File: config.mk
export PLATFORM = sky130hd
export DESIGN_NAME = ght_exec
export DESIGN_NICKNAME = d
export VERILOG_FILES = /design/src/rtl/ght_pkg.sv /design/src/rtl/ght_exec.sv
export VERILOG_INCLUDE_DIRS = /design/src /design/src/rtl
export SDC_FILE = /design/constraint.sdc
export NUM_CORES = 1
export LEC_CHECK = 0
export BUFFER_PORTS_ARGS = -buffer_cell sky130_fd_sc_hd__buf_2
export CAP_MARGIN = 20
export CORE_AREA = 2 2 204 206
export CTS_CLUSTER_DIAMETER = 200
export DETAILED_ROUTE_END_ITERATION = 7
export DIE_AREA = 0 0 206 208
export MAX_ROUTING_LAYER = met4
export SYNTH_ARGS = -nofsm -noshare
export SYNTH_HDL_FRONTEND = slang
export SYNTH_SLANG_ARGS = --single-unit
File: constraint.sdc
create_clock -name clock -period 7.9 [get_ports clock]
set_clock_uncertainty 0.05 [all_clocks]
set_input_delay 0.79 -clock clock [delete_from_list [all_inputs] [get_ports clock]]
set_output_delay 0.79 -clock clock [all_outputs]
set_load 0.1 [all_outputs]
File: src/rtl/generational_handle_table_defines.svh
// ----------------------------------------------------------------------------
// Generational handle table: assertion macros
// Shared property shorthands; every user has ports named clock and reset.
// ----------------------------------------------------------------------------
`ifndef GENERATIONAL_HANDLE_TABLE_DEFINES_SVH
`define GENERATIONAL_HANDLE_TABLE_DEFINES_SVH

// Same-cycle implication, off while reset is high.
`define GHT_ASSERT_IMPLIES(label, ante, cons, msg) \
   label: assert property (@(posedge clock) disable iff (reset) (ante) |-> (cons)) \
      else $error(msg);

// Next-cycle implication, off while reset is high.
`define GHT_ASSERT_NEXT(label, ante, cons, msg) \
   label: assert property (@(posedge clock) disable iff (reset) (ante) |=> (cons)) \
      else $error(msg);

`endif

File: src/rtl/ght_pkg.sv
// ----------------------------------------------------------------------------
// Generational handle table: shared package
// Command and status codes, item structs and generation helpers.
// ----------------------------------------------------------------------------
package ght_pkg;

   localparam int KIND_W    = 8;
   localparam int GEN_W     = 24;
   localparam int PAYLOAD_W = 64;
   localparam int HANDLE_W  = 64;
   localparam int LIVE_W    = 11;
   localparam int SLOT_W    = 32;

   typedef enum logic [1:0] {
      CMD_ACQUIRE = 2'd0,
      CMD_RESOLVE = 2'd1,
      CMD_REBIND  = 2'd2,
      CMD_RELEASE = 2'd3
   } cmd_type;

   typedef enum logic [1:0] {
      STATUS_OK      = 2'd0,
      STATUS_INVALID = 2'd1,
      STATUS_FULL    = 2'd2
   } status_type;

   typedef enum logic {
      STATE_IDLE = 1'b0,
      STATE_EXEC = 1'b1
   } state_type;

   typedef struct packed {
      cmd_type                command;
      logic [HANDLE_W-1:0]    handle;
      logic [KIND_W-1:0]      match_kind;
      logic [KIND_W-1:0]      new_kind;
      logic [PAYLOAD_W-1:0]   payload;
   } req_type;

   typedef struct packed {
      status_type             status;
      logic [HANDLE_W-1:0]    handle_out;
      logic [PAYLOAD_W-1:0]   payload_out;
      logic [LIVE_W-1:0]      live_entries;
   } rsp_type;

   // Zero is never a live generation.
   function automatic logic [GEN_W-1:0] gen_nonzero(input logic [GEN_W-1:0] g);
      return (g == '0) ? GEN_W'(1) : g;
   endfunction

   // Advance with 24-bit wrap, skipping zero.
   function automatic logic [GEN_W-1:0] gen_advance(input logic [GEN_W-1:0] g);
      logic [GEN_W-1:0] n;
      n = g + GEN_W'(1);
      return gen_nonzero(n);
   endfunction

endpackage

File: src/rtl/ght_exec.sv
// ----------------------------------------------------------------------------
// Generational handle table: command execution
// Check the handle against the slot read, build the write-back and the
// result, and hold free-list head, fill count and occupancy count.
// ----------------------------------------------------------------------------
`include "generational_handle_table_defines.svh"

module ght_exec #(
   parameter int SLOT_COUNT = 1024,
   parameter int IW         = 10,
   parameter int PW         = 11,
   parameter int EW         = 108
) (
   input  logic             clock,
   input  logic             reset,
   input  logic             fire,
   input  ght_pkg::req_type req,
   input  logic [EW-1:0]    rd_data,
   output logic [PW-1:0]    head,
   output logic             wr_en,
   output logic [IW-1:0]    wr_addr,
   output logic [EW-1:0]    wr_data,
   output ght_pkg::rsp_type rsp
);

   localparam int OCC_LSB  = 0;
   localparam int NEXT_LSB = OCC_LSB + 1;
   localparam int GEN_LSB  = NEXT_LSB + PW;
   localparam int KIND_LSB = GEN_LSB + ght_pkg::GEN_W;
   localparam int PL_LSB   = KIND_LSB + ght_pkg::KIND_W;
   localparam int CW       = (PW > ght_pkg::LIVE_W) ? PW : ght_pkg::LIVE_W;
   localparam logic [PW-1:0] SLOT_PTR = PW'(SLOT_COUNT);
   localparam logic [ght_pkg::SLOT_W-1:0] SLOT_LIMIT = ght_pkg::SLOT_W'(SLOT_COUNT);

   logic [PW-1:0] head_ff, head_in;
   logic [PW-1:0] fill_ff, fill_in;
   logic [PW-1:0] count_ff, count_in;

   logic [ght_pkg::SLOT_W-1:0]    enc;
   logic [ght_pkg::SLOT_W-1:0]    enc_m1;
   logic [ght_pkg::GEN_W-1:0]     h_gen;
   logic [ght_pkg::KIND_W-1:0]    h_kind;
   logic [PW-1:0]                 slot_pos;
   logic                          fresh;
   logic                          valid;
   logic                          e_occ;
   logic [PW-1:0]                 e_next;
   logic [ght_pkg::GEN_W-1:0]     e_gen;
   logic [ght_pkg::KIND_W-1:0]    e_kind;
   logic [ght_pkg::PAYLOAD_W-1:0] e_payload;
   logic                          w_occ;
   logic [PW-1:0]                 w_next;
   logic [ght_pkg::GEN_W-1:0]     w_gen;
   logic [ght_pkg::KIND_W-1:0]    w_kind;
   logic [ght_pkg::PAYLOAD_W-1:0] w_payload;
   logic [CW-1:0]                 count_wide;

   assign enc    = req.handle[ght_pkg::SLOT_W-1:0];
   assign enc_m1 = enc - ght_pkg::SLOT_W'(1);
   assign h_gen  = req.handle[ght_pkg::SLOT_W +: ght_pkg::GEN_W];
   assign h_kind = req.handle[ght_pkg::HANDLE_W-1 -: ght_pkg::KIND_W];

   assign slot_pos = (req.command == ght_pkg::CMD_ACQUIRE) ? head_ff : enc_m1[PW-1:0];
   // Slots at or above the fill count were never written: read reset values.
   assign fresh    = (slot_pos >= fill_ff);

   always_comb begin
      if (fresh) begin
         e_occ     = 1'b0;
         e_next    = slot_pos + PW'(1);
         e_gen     = ght_pkg::GEN_W'(1);
         e_kind    = '0;
         e_payload = '0;
      end else begin
         e_occ     = rd_data[OCC_LSB];
         e_next    = rd_data[NEXT_LSB +: PW];
         e_gen     = rd_data[GEN_LSB +: ght_pkg::GEN_W];
         e_kind    = rd_data[KIND_LSB +: ght_pkg::KIND_W];
         e_payload = rd_data[PL_LSB +: ght_pkg::PAYLOAD_W];
      end
   end

   assign valid = (enc != '0) && (enc <= SLOT_LIMIT) && (h_gen != '0) && e_occ
                  && ((req.match_kind == '0) || (e_kind == req.match_kind))
                  && (e_gen == h_gen);

   always_comb begin
      rsp.status      = ght_pkg::STATUS_OK;
      rsp.handle_out  = '0;
      rsp.payload_out = '0;
      wr_en     = 1'b0;
      w_occ     = e_occ;
      w_next    = e_next;
      w_gen     = e_gen;
      w_kind    = e_kind;
      w_payload = e_payload;
      head_in   = head_ff;
      fill_in   = fill_ff;
      count_in  = count_ff;
      unique case (req.command)
         ght_pkg::CMD_ACQUIRE: begin
            if (head_ff >= SLOT_PTR) begin
               rsp.status = ght_pkg::STATUS_FULL;
            end else begin
               w_occ     = 1'b1;
               w_kind    = req.new_kind;
               w_payload = req.payload;
               w_gen     = ght_pkg::gen_nonzero(e_gen);
               rsp.handle_out = {req.new_kind, w_gen,
                                 ght_pkg::SLOT_W'(slot_pos) + ght_pkg::SLOT_W'(1)};
               if (fire) begin
                  wr_en    = 1'b1;
                  head_in  = e_next;
                  count_in = count_ff + PW'(1);
                  if (fresh) begin
                     fill_in = fill_ff + PW'(1);
                  end
               end
            end
         end
         ght_pkg::CMD_RESOLVE: begin
            if (!valid) begin
               rsp.status = ght_pkg::STATUS_INVALID;
            end else begin
               rsp.payload_out = e_payload;
            end
         end
         ght_pkg::CMD_REBIND: begin
            if (!valid) begin
               rsp.status = ght_pkg::STATUS_INVALID;
            end else begin
               w_payload = req.payload;
               wr_en     = fire;
            end
         end
         ght_pkg::CMD_RELEASE: begin
            if (!valid) begin
               rsp.status = ght_pkg::STATUS_INVALID;
            end else begin
               w_occ     = 1'b0;
               w_kind    = '0;
               w_payload = '0;
               w_gen     = ght_pkg::gen_advance(e_gen);
               w_next    = head_ff;
               if (fire) begin
                  wr_en   = 1'b1;
                  head_in = slot_pos;
                  if (count_ff != '0) begin
                     count_in = count_ff - PW'(1);
                  end
               end
            end
         end
         default: begin
            rsp.status = ght_pkg::STATUS_INVALID;
         end
      endcase
      count_wide       = CW'(count_in);
      rsp.live_entries = count_wide[ght_pkg::LIVE_W-1:0];
   end

   assign wr_addr = slot_pos[IW-1:0];
   assign wr_data = {w_payload, w_kind, w_gen, w_next, w_occ};
   assign head    = head_ff;

   always_ff @(posedge clock) begin
      if (reset) begin
         head_ff  <= '0;
         fill_ff  <= '0;
         count_ff <= '0;
      end else begin
         head_ff  <= head_in;
         fill_ff  <= fill_in;
         count_ff <= count_in;
      end
   end

   `GHT_ASSERT_IMPLIES(a_fill_bound, 1'b1, fill_ff <= SLOT_PTR, "fill count beyond table")
   `GHT_ASSERT_IMPLIES(a_count_in_fill, 1'b1, count_ff <= fill_ff, "live count above fill count")
   `GHT_ASSERT_IMPLIES(a_head_in_fill, 1'b1, head_ff <= fill_ff, "free head past fill count")
   `GHT_ASSERT_NEXT(a_acquire_counts, fire && (req.command == ght_pkg::CMD_ACQUIRE) && (rsp.status == ght_pkg::STATUS_OK), count_ff == $past(count_ff) + PW'(1), "acquire did not count")

endmodule

==> impl_table.tex, run 1 <==
\begin{tabular}{lr}
\hline
Metric & Value \\
\hline
\multicolumn{2}{l}{\textbf{Worst setup path}} \\
Startpoint Class & input pin \\
Sort of element at the end of the critical path & primary output \\
Endpoint of the worst register-to-register path & head[7]\$\_SDFFE\_PP0P\_ \\
Worst R2R Setup Slack & 3.36 ns \\
Worst r2r src & head[10]\$\_SDFFE\_PP0P\_ \\
Largest driver fanout on the critical path & 23 \\
Number of cells on the worst reg-to-reg path & 15 \\
Worst Path Arrival & 6.65 ns \\
CP Data Required Time & 7.06 ns \\
Worst Setup Path Type & input pin to primary output \\
\multicolumn{2}{l}{\textbf{Min path}} \\
HP Class & flip-flop to flip-flop \\
End point of the worst hold path & fill\_ff[9]\$\_SDFFE\_PP0P\_ \\
Worst hold path cell count & 2 \\
Hold path startpoint & fill\_ff[9]\$\_SDFFE\_PP0P\_ \\
\multicolumn{2}{l}{\textbf{Logic synthesis}} \\
Post-synthesis mux area share & 4.27\% \\
Avg Cell Area, Syn & 6.65 um\^{}2 \\
Synth Instances & 1136 \\
Xor/xnor cell area share of the yosys netlist & 5.45\% \\
Post-synthesis simple-gate area fraction & 37.5\% \\
Yosys warning count & 0 \\
Summed instance area of the synthesized netlist & 7550 um\^{}2 \\
Largest family of logic cells by synthesized area & simple AND/OR/NAND/NOR gates \\
Compound-cell area share of the yosys netlist & 29.4\% \\
FFs w/ async S/R, synth & 0\% \\
Sequential element share of the synthesized area & 8.75\% \\
Share of synthesized cell area in full adder, half adder and majority cells & 3.64\% \\
Number of enable flip-flop cells after synthesis & 0 \\
Predominant post-synthesis flop cell & dfxtp\_1 \\
Library cells used by synthesis & 78 \\
Post-synthesis register bit count & 33 \\
\multicolumn{2}{l}{\textbf{Power}} \\
VDD IR-drop max & 0.107 mV \\
Leakage dissipation & 0.00578 uW \\
PD cells & 127 nW/um\^{}2 \\
\multicolumn{2}{l}{\textbf{STA}} \\
Number of pins with negative max-slew slack in the final report & 0 \\
Sum of negative setup slack & 0 ns \\
Crit path time final & 7.49 ns \\
Final period util & 94.8\% \\
Tightest hold margin & 0.449 ns \\
Slew Limit Headroom & 33.3\% \\
Setup repair after global routing missed its margin & no \\
Worst Max-Slew Pin Slew & 1.00 ns \\
Finish-stage setup viols & 0 \\
Maximum achievable frequency & 134 MHz \\
Total count of hold-check failures in the final report & 0 \\
\multicolumn{2}{l}{\textbf{Clock network}} \\
Hold bufs inserted after CTS & 0 \\
Max Root-Sink Buffers & 2 \\
Clock latency at the later pin of the worst-skew pair & 0.28 ns \\
Clock tree from TritonCTS & done \\
H-Tree Depth & 2 \\
Clk root buf & clkbuf\_16 \\
Number of buffers created by CTS & 5 \\
Sink Count & 33 \\
Clock-pin slew on the worst setup and hold paths & 0.05 ns \\
\multicolumn{2}{l}{\textbf{Global route}} \\
Wire length of the first global-routing pass & 70.4 mm \\
Global route total overflow & 0 \\
Antenna violations before repair & 10 \\
Largest net degree at the start of global routing & 149 \\
Global router's overall resource usage & 22.6\% \\
Via count of the first global-routing pass & 10300 \\
\multicolumn{2}{l}{\textbf{Final layout}} \\
Net count reported at finish & 1840 \\
Post-layout utilization of the core & 33.9\% \\
Ratio of cells with drive above 1 in the final layout & 38.7\% \\
Finished Layout Cells & 2103 \\
Synthesis-to-layout area growth & 81.8\% \\
Fillcell total & 4237 \\
Fin area & 13700 um\^{}2 \\
\multicolumn{2}{l}{\textbf{Routing}} \\
Pre-antenna DRT Iters & 5 \\
Overall routed net length & 50.0 mm \\
Vias after detailed routing & 10900 \\
DR iter-0 viols & 1137 \\
DRC violation count after routing & 0 \\
DR vias/cell & 5.20 \\
Antenna Violating Nets Remaining & 0 \\
Detail-routed net length per standard cell & 23.8 um \\
\multicolumn{2}{l}{\textbf{Floorplanning}} \\
DIE AREA & 42800 um\^{}2 \\
Width of the die & 206 um \\
Initial Util & 18.6\% \\
Cell row count & 74 \\
I/O pin total & 528 \\
Core Box Area & 40600 um\^{}2 \\
Die Y-Extent & 208 um \\
\multicolumn{2}{l}{\textbf{Place}} \\
PortBufs & 498 \\
Post-placement cell area & 13400 um\^{}2 \\
Final estimated routing congestion in global placement & 0.927 \\
Placed wire-length estimate after detailed placement & 41.2 mm \\
Number of placed instances with taps included & 2081 \\
\multicolumn{2}{l}{\textbf{Flow run}} \\
Max-cap violations & 0 \\
\multicolumn{2}{l}{\textbf{Status}} \\
Outcome & complete, no violations \\
\hline
\end{tabular}
-- power breakdown --
group	switching [uW]	internal, uW
Combinational	958	387
Sequential	4.53	170
Clock	73.8	158
Total	1040	714
-- metrics by stage --
step           worst slack, ns  power [uW]
2_1_floorplan           -0.236        1060
3_3_place_gp             0.232        1510
3_5_place_dp             0.179        1510
4_1_cts                  0.158        1750
5_1_grt                 0.0353        1810
6_report                 0.414        1750
-- Yosys cell counts, drive strengths merged (14+ instances only) --
cell,count,area share (%)
ha,22,3.6
o21ai,56,3.9
a21oi,42,2.8
clkbuf,82,4.1
and3,81,6.7
and2,45,3.7
mux2i,21,2.8
a32o,65,8.6
a31oi,32,2.7
or3,14,1.2
nor4,38,3.6
dfxtp,33,8.7
nor3,34,2.3
buf,52,4.3
nand4,29,2.6
xnor2,42,4.9
nand2,66,3.3
nor2,109,5.4
nand2b,16,1.3
inv,48,2.4
nand3,54,3.6
-- repair_timing --
action | CTS | global route
endpoints found under the setup margin | 0 | 23
endpoints found under the hold margin | 0 | 0
setup buffers | 0 | 3
resized for setup | 0 | 12
-- kinds of logic after synthesis --
logic type / after synthesis
AOI/OAI and AO/OA: 296
and+or+nand+nor: 522
adders and majority gates: 22
muxes: 31
buffers and inverters: 184
other: 1
xor gates and xnor gates: 47
DFF: 33
-- registers in the layout, indices dropped and copies added, names as in the netlist --
name,count
count_ff,11
fill_ff,11
head,11
-- worst max-delay path by stage --
| stage | from | end | slack, ns | cells after the start |
|---|---|---|---|---|
| detailed placement | req[85] | wr_data[33] | 0.18 | 25 |
| floorplan | req[144] | wr_data[12] | -0.24 | 26 |
| finish | req[81] | wr_data[30] | 0.41 | 24 |
| global route | req[85] | wr_data[22] | 0.04 | 25 |
| CTS | req[85] | wr_data[22] | 0.16 | 25 |
| global placement | req[85] | wr_data[22] | 0.23 | 25 |
-- per-layer routing --
layer | vias up | routed length, um | track usage (%) | share of wire, %
met5 | - | 0 | - | 0
met1 | 5297 | 19500 | 25.7 | 39
met3 | 57 | 2630 | 2.44 | 5.3
met4 | 0 | 2060 | 7.86 | 4.1
li1 | 5114 | - | - | -
met2 | 477 | 25800 | 40.6 | 52
-- layout by cell type, fill, tap and decap left out, types with 5 or more instances in the layout --
cell type | synthesis | layout
a32o_1 | 65 | 65
a21oi_1 | 42 | 40
clkbuf_16 | 0 | 5
nand2_1 | 66 | 66
nand3b_1 | 12 | 12
nor4_1 | 34 | 33
and3_1 | 81 | 81
nor3_1 | 33 | 31
buf_2 | 25 | 307
dfxtp_1 | 33 | 33
a22o_1 | 8 | 8
xor2_1 | 5 | 5
a211oi_1 | 12 | 11
buf_12 | 0 | 191
o21ai_0 | 43 | 40
diode_2 | 0 | 9
xnor2_1 | 42 | 41
conb_1 | 1 | 21
nand2b_1 | 16 | 16
o21ai_1 | 12 | 8
mux2_2 | 10 | 10
nand4_1 | 28 | 28
mux2i_1 | 21 | 20
and2_1 | 44 | 43
buf_4 | 24 | 30
a31oi_1 | 32 | 24
nand3_1 | 54 | 54
or3_1 | 14 | 14
ha_1 | 22 | 22
inv_1 | 48 | 44
o31ai_1 | 10 | 6
nor2_1 | 109 | 109
a22oi_1 | 6 | 5
o41ai_1 | 12 | 11
o211ai_1 | 10 | 10
and4_1 | 9 | 9
-- area by class of cell --
class	instances	area, um^2	share of cell area (%)
clock inverter	1	30.0	0.219
inverter	50	188	1.37
antenna	9	22.5	0.164
timing repair buffer	532	5620	40.9
sequential	33	661	4.81
clock buffer	7	143	1.04
multi-input combinational	939	6410	46.6
tap	532	666	4.85
-- worst max-delay path: stages --
cell,delay [ns]
buf_2,0.13
or3_1,0.46
o31a_1,0.28
o31ai_2,0.40
inv_2,0.16
ha_1,0.31
nand2_1,0.06
or3_1,0.42
o21ba_4,0.31
nand2_1,0.12
nor2_1,0.10
inv_1,0.09
ha_1,0.18
buf_4,0.14
nand3_1,0.24
nor3_4,0.40
and4_1,0.26
nor3_1,0.05
a31oi_1,0.38
or4b_1,0.20
and2_0,0.39
o211ai_1,0.15
o21ai_1,0.11
buf_2,0.48
No activity file was read; power rests on OpenSTA's default activity.
==> inputs of run 2 (changes only) <==
==> constraint.sdc (replaced) <==
create_clock -name clock -period 7.9 [get_ports clock]
set_clock_uncertainty 0.05 [all_clocks]
set_input_delay 0.395 -clock clock [delete_from_list [all_inputs] [get_ports clock]]
set_output_delay 0.395 -clock clock [all_outputs]
set_load 0.1 [all_outputs]
==> run 2 against run 1 <==
Clock-buffer cell count unchanged. Global-route usage decreased by 0.83 points. Total power decreased by 8.5%. Routed wire length decreased by 2.9%. Via count decreased by 0.45%. Sequential share of layout area increased by 0.44 points. Critical path type unchanged. Critical endpoint is now wr_data[19]. Largest cell class unchanged. Highest routed layer unchanged.
==> impl_table.tex, run 2 (synthesis gave the netlist of run 1 again) <==
\begin{tabular}{lr}
\hline
Metric & Value \\
\hline
\multicolumn{2}{l}{\textbf{Final layout}} \\
Ratio of cells with drive above 1 in the final layout & 37.0\% (-1.7 points) \\
Net count reported at finish & 1836 (-0.22\%) \\
Fillcell total & 4369 (+3.1\%) \\
Leading cell types in the layout, fill and taps excluded & buf\_2, buf\_12, nor2\_1, and3\_1, nand2\_1 \\
Post-layout utilization of the core & 31.1\% (-2.8 points) \\
Finished Layout Cells & 2094 (-0.43\%) \\
Most frequent standard cell in the layout excluding fill and tap cells & buf\_2 \\
Synthesis-to-layout area growth & 66.7\% \\
\multicolumn{2}{l}{\textbf{Global route}} \\
Global route total overflow & 0 (unchanged) \\
GR Layer Usage met2 & 40.9\% (+0.28 points) \\
Via count of the first global-routing pass & 9965 (-2.8\%) \\
Wire length of the first global-routing pass & 67.8 mm (-3.7\%) \\
GR met3 Demand/Resource & 3.07\% (+0.63 points) \\
Busiest layer in global routing & met2 \\
Global router's overall resource usage & 21.8\% (-0.83 points) \\
Met1 Use GR & 24.4\% (-1.4 points) \\
Largest net degree at the start of global routing & 75 (-50\%) \\
Antenna violations before repair & 14 (+4) \\
\multicolumn{2}{l}{\textbf{Routing}} \\
Overall routed net length & 48.5 mm (-2.9\%) \\
Pre-antenna DRT Iters & 5 (unchanged) \\
Vias after detailed routing & 10900 (-0.45\%) \\
DR iter-0 viols & 834 (-27\%) \\
DRC violation count after routing & 0 (unchanged) \\
Detail-routed net length per standard cell & 23.2 um (-2.5\%) \\
Antenna Violating Nets Remaining & 0 (unchanged) \\
DR vias/cell & 5.20 (about the same) \\
\multicolumn{2}{l}{\textbf{Power}} \\
Seq pwr share & 10.9\% (+0.9 points) \\
VDD IR-drop max & 0.0631 mV (-41\%) \\
Switching power as a share of total power & 63.1\% (+3.9 points) \\
Share of total power in combinational logic & 76.9\% (about the same) \\
Leakage dissipation & 0.00550 uW (-4.9\%) \\
Fraction of power consumed by the clock network & 12.2\% (-1.0 points) \\
Design internal power & 591 uW (-17\%) \\
Switching pwr & 1010 uW (-2.5\%) \\
PD cells & 127 nW/um\^{}2 (-0.22\%) \\
\multicolumn{2}{l}{\textbf{Worst setup path}} \\
List of cells traversed by the critical path & buf\_2 -> or3\_1 -> nor4\_1 -> xnor2\_1 -> a21oi\_1 -> ha\_1 -> a21o\_1 -> o21ba\_4 -> nand3\_1 -> inv\_1 -> ha\_1 -> and3\_1 -> nand3\_1 -> o41ai\_1 -> o2111a\_1 -> nand4b\_1 -> o311ai\_2 -> nor3\_2 -> buf\_6 -> a31oi\_1 -> a31oi\_1 -> buf\_12 \\
CP Data Required Time & 7.46 ns (+0.40 ns) \\
Worst Setup Path Type & input pin to primary output \\
Sort of element at the end of the critical path & primary output \\
Largest driver fanout on the critical path & 23 (unchanged) \\
Cell type group with the largest total delay on the critical path & compound AO/OA/AOI/OAI gates \\
Startpoint Class & input pin \\
Library cell contributing the largest single delay on the critical path & o41ai\_1 \\
Largest stage delay on the critical path & 0.53 ns (+0.05 ns) \\
Number of buffer and inverter instances along the worst setup path & 4 (-1) \\
Worst Path Arrival & 6.62 ns (-0.03 ns) \\
\multicolumn{2}{l}{\textbf{Floorplanning}} \\
Initial Util & 18.6\% (unchanged) \\
DIE AREA & 42800 um\^{}2 (unchanged) \\
Cell row count & 74 (unchanged) \\
Width of the die & 206 um (unchanged) \\
Die Y-Extent & 208 um (unchanged) \\
I/O pin total & 528 (unchanged) \\
Core Box Area & 40600 um\^{}2 (unchanged) \\
\multicolumn{2}{l}{\textbf{Place}} \\
PortBufs & 498 (unchanged) \\
Final estimated routing congestion in global placement & 0.961 (+3.6\%) \\
Minimum setup slack after placement & 0.867 ns (+0.687 ns) \\
Number of placed instances with taps included & 2082 (+0.048\%) \\
Placed wire-length estimate after detailed placement & 40.4 mm (-1.9\%) \\
\multicolumn{2}{l}{\textbf{Clock network}} \\
Post-CTS setup-driven buffer insertion count & 0 (unchanged) \\
Clock tree from TritonCTS & done \\
Hold bufs inserted after CTS & 0 (unchanged) \\
Sink Count & 33 (unchanged) \\
H-Tree Depth & 2 (unchanged) \\
Number of buffers created by CTS & 5 (unchanged) \\
CTS-repair resized insts & 0 (unchanged) \\
Max Root-Sink Buffers & 2 (unchanged) \\
Clock-pin slew on the worst setup and hold paths & 0.05 ns (about the same) \\
Clk root buf & clkbuf\_16 \\
Clock latency at the later pin of the worst-skew pair & 0.28 ns (about the same) \\
\multicolumn{2}{l}{\textbf{Status}} \\
Outcome & complete, no violations \\
\multicolumn{2}{l}{\textbf{STA}} \\
Slew Limit Headroom & 30.3\% (-3.0 points) \\
Finish-stage setup viols & 0 (unchanged) \\
Least setup slack across all paths after layout & 0.839 ns (+0.425 ns) \\
Crit path time final & 7.06 ns (-0.425 ns) \\
Tightest hold margin & 0.439 ns (-0.00992 ns) \\
Final period util & 89.4\% (-5.4 points) \\
Number of pins with negative max-slew slack in the final report & 0 (unchanged) \\
Worst Max-Slew Pin Slew & 1.05 ns (+0.0456 ns) \\
Maximum achievable frequency & 142 MHz (+6.0\%) \\
Total count of hold-check failures in the final report & 0 (unchanged) \\
Setup repair after global routing missed its margin & no \\
Sum of negative setup slack & 0 ns (unchanged) \\
\multicolumn{2}{l}{\textbf{Min path}} \\
HP Class & flip-flop to flip-flop \\
\multicolumn{2}{l}{\textbf{Flow run}} \\
Max-cap violations & 0 (unchanged) \\
\hline
\end{tabular}
[run 2: worst min-delay path, stage by stage (launching register included)]
cell,delay [ns]
dfxtp_1,0.31
o21ai_0,0.07
a21oi_1,0.06
[run 2: path summary, 6_finish.rpt]
path                                   to  slack (ns)  cells past startpoint                    start
setup / recovery              wr_data[19]        0.84                     22                  req[83]
hold / removal    fill_ff[9]$_SDFFE_PP0P_        0.44                      2  fill_ff[9]$_SDFFE_PP0P_
setup reg to reg   count_ff[2]$_SDFF_PP0_        3.26                     12    head[10]$_SDFFE_PP0P_
hold reg to reg   fill_ff[9]$_SDFFE_PP0P_        0.44                      2  fill_ff[9]$_SDFFE_PP0P_
[run 2: metal layers]
| layer | share of wire (%) | wire, um | vias to the layer above |
|---|---|---|---|
| met5 | 0 | 0 | - |
| met4 | 2.1 | 1030 | 0 |
| met3 | 6.9 | 3350 | 56 |
| met2 | 53 | 25600 | 551 |
| met1 | 38 | 18600 | 5204 |
| li1 | - | - | 5085 |
[run 2: area by class of cell]
cell class	instances	area, um^2	area share (%)
Antenna cell	5	12.5	0.0993
Clock buffer	7	143	1.13
Inverter	50	188	1.49
Multi-Input combinational cell	939	6230	49.4
Sequential cell	33	661	5.25
Tap cell	532	666	5.29
Timing Repair Buffer	528	4700	37.3
[run 2: stage by stage]
| step | total power [uW] | cell area (um^2) |
|---|---|---|
| 2_1_floorplan | 1050 | 7680 |
| 3_3_place_gp | 1400 | 12400 |
| 3_5_place_dp | 1410 | 12400 |
| 4_1_cts | 1610 | 12600 |
| 5_1_grt | 1660 | 12600 |
| 6_report | 1600 | 12600 |
[run 2: power groups by stage]
stage                     clock (uW)  combinational [uW]  sequential [uW]
after global routing             206                1280              174
after CTS                        201                1230              174
final                            196                1230              174
after detailed placement           0                1230              178
after floorplan                    0                 855              194
after global placement             0                1220              177
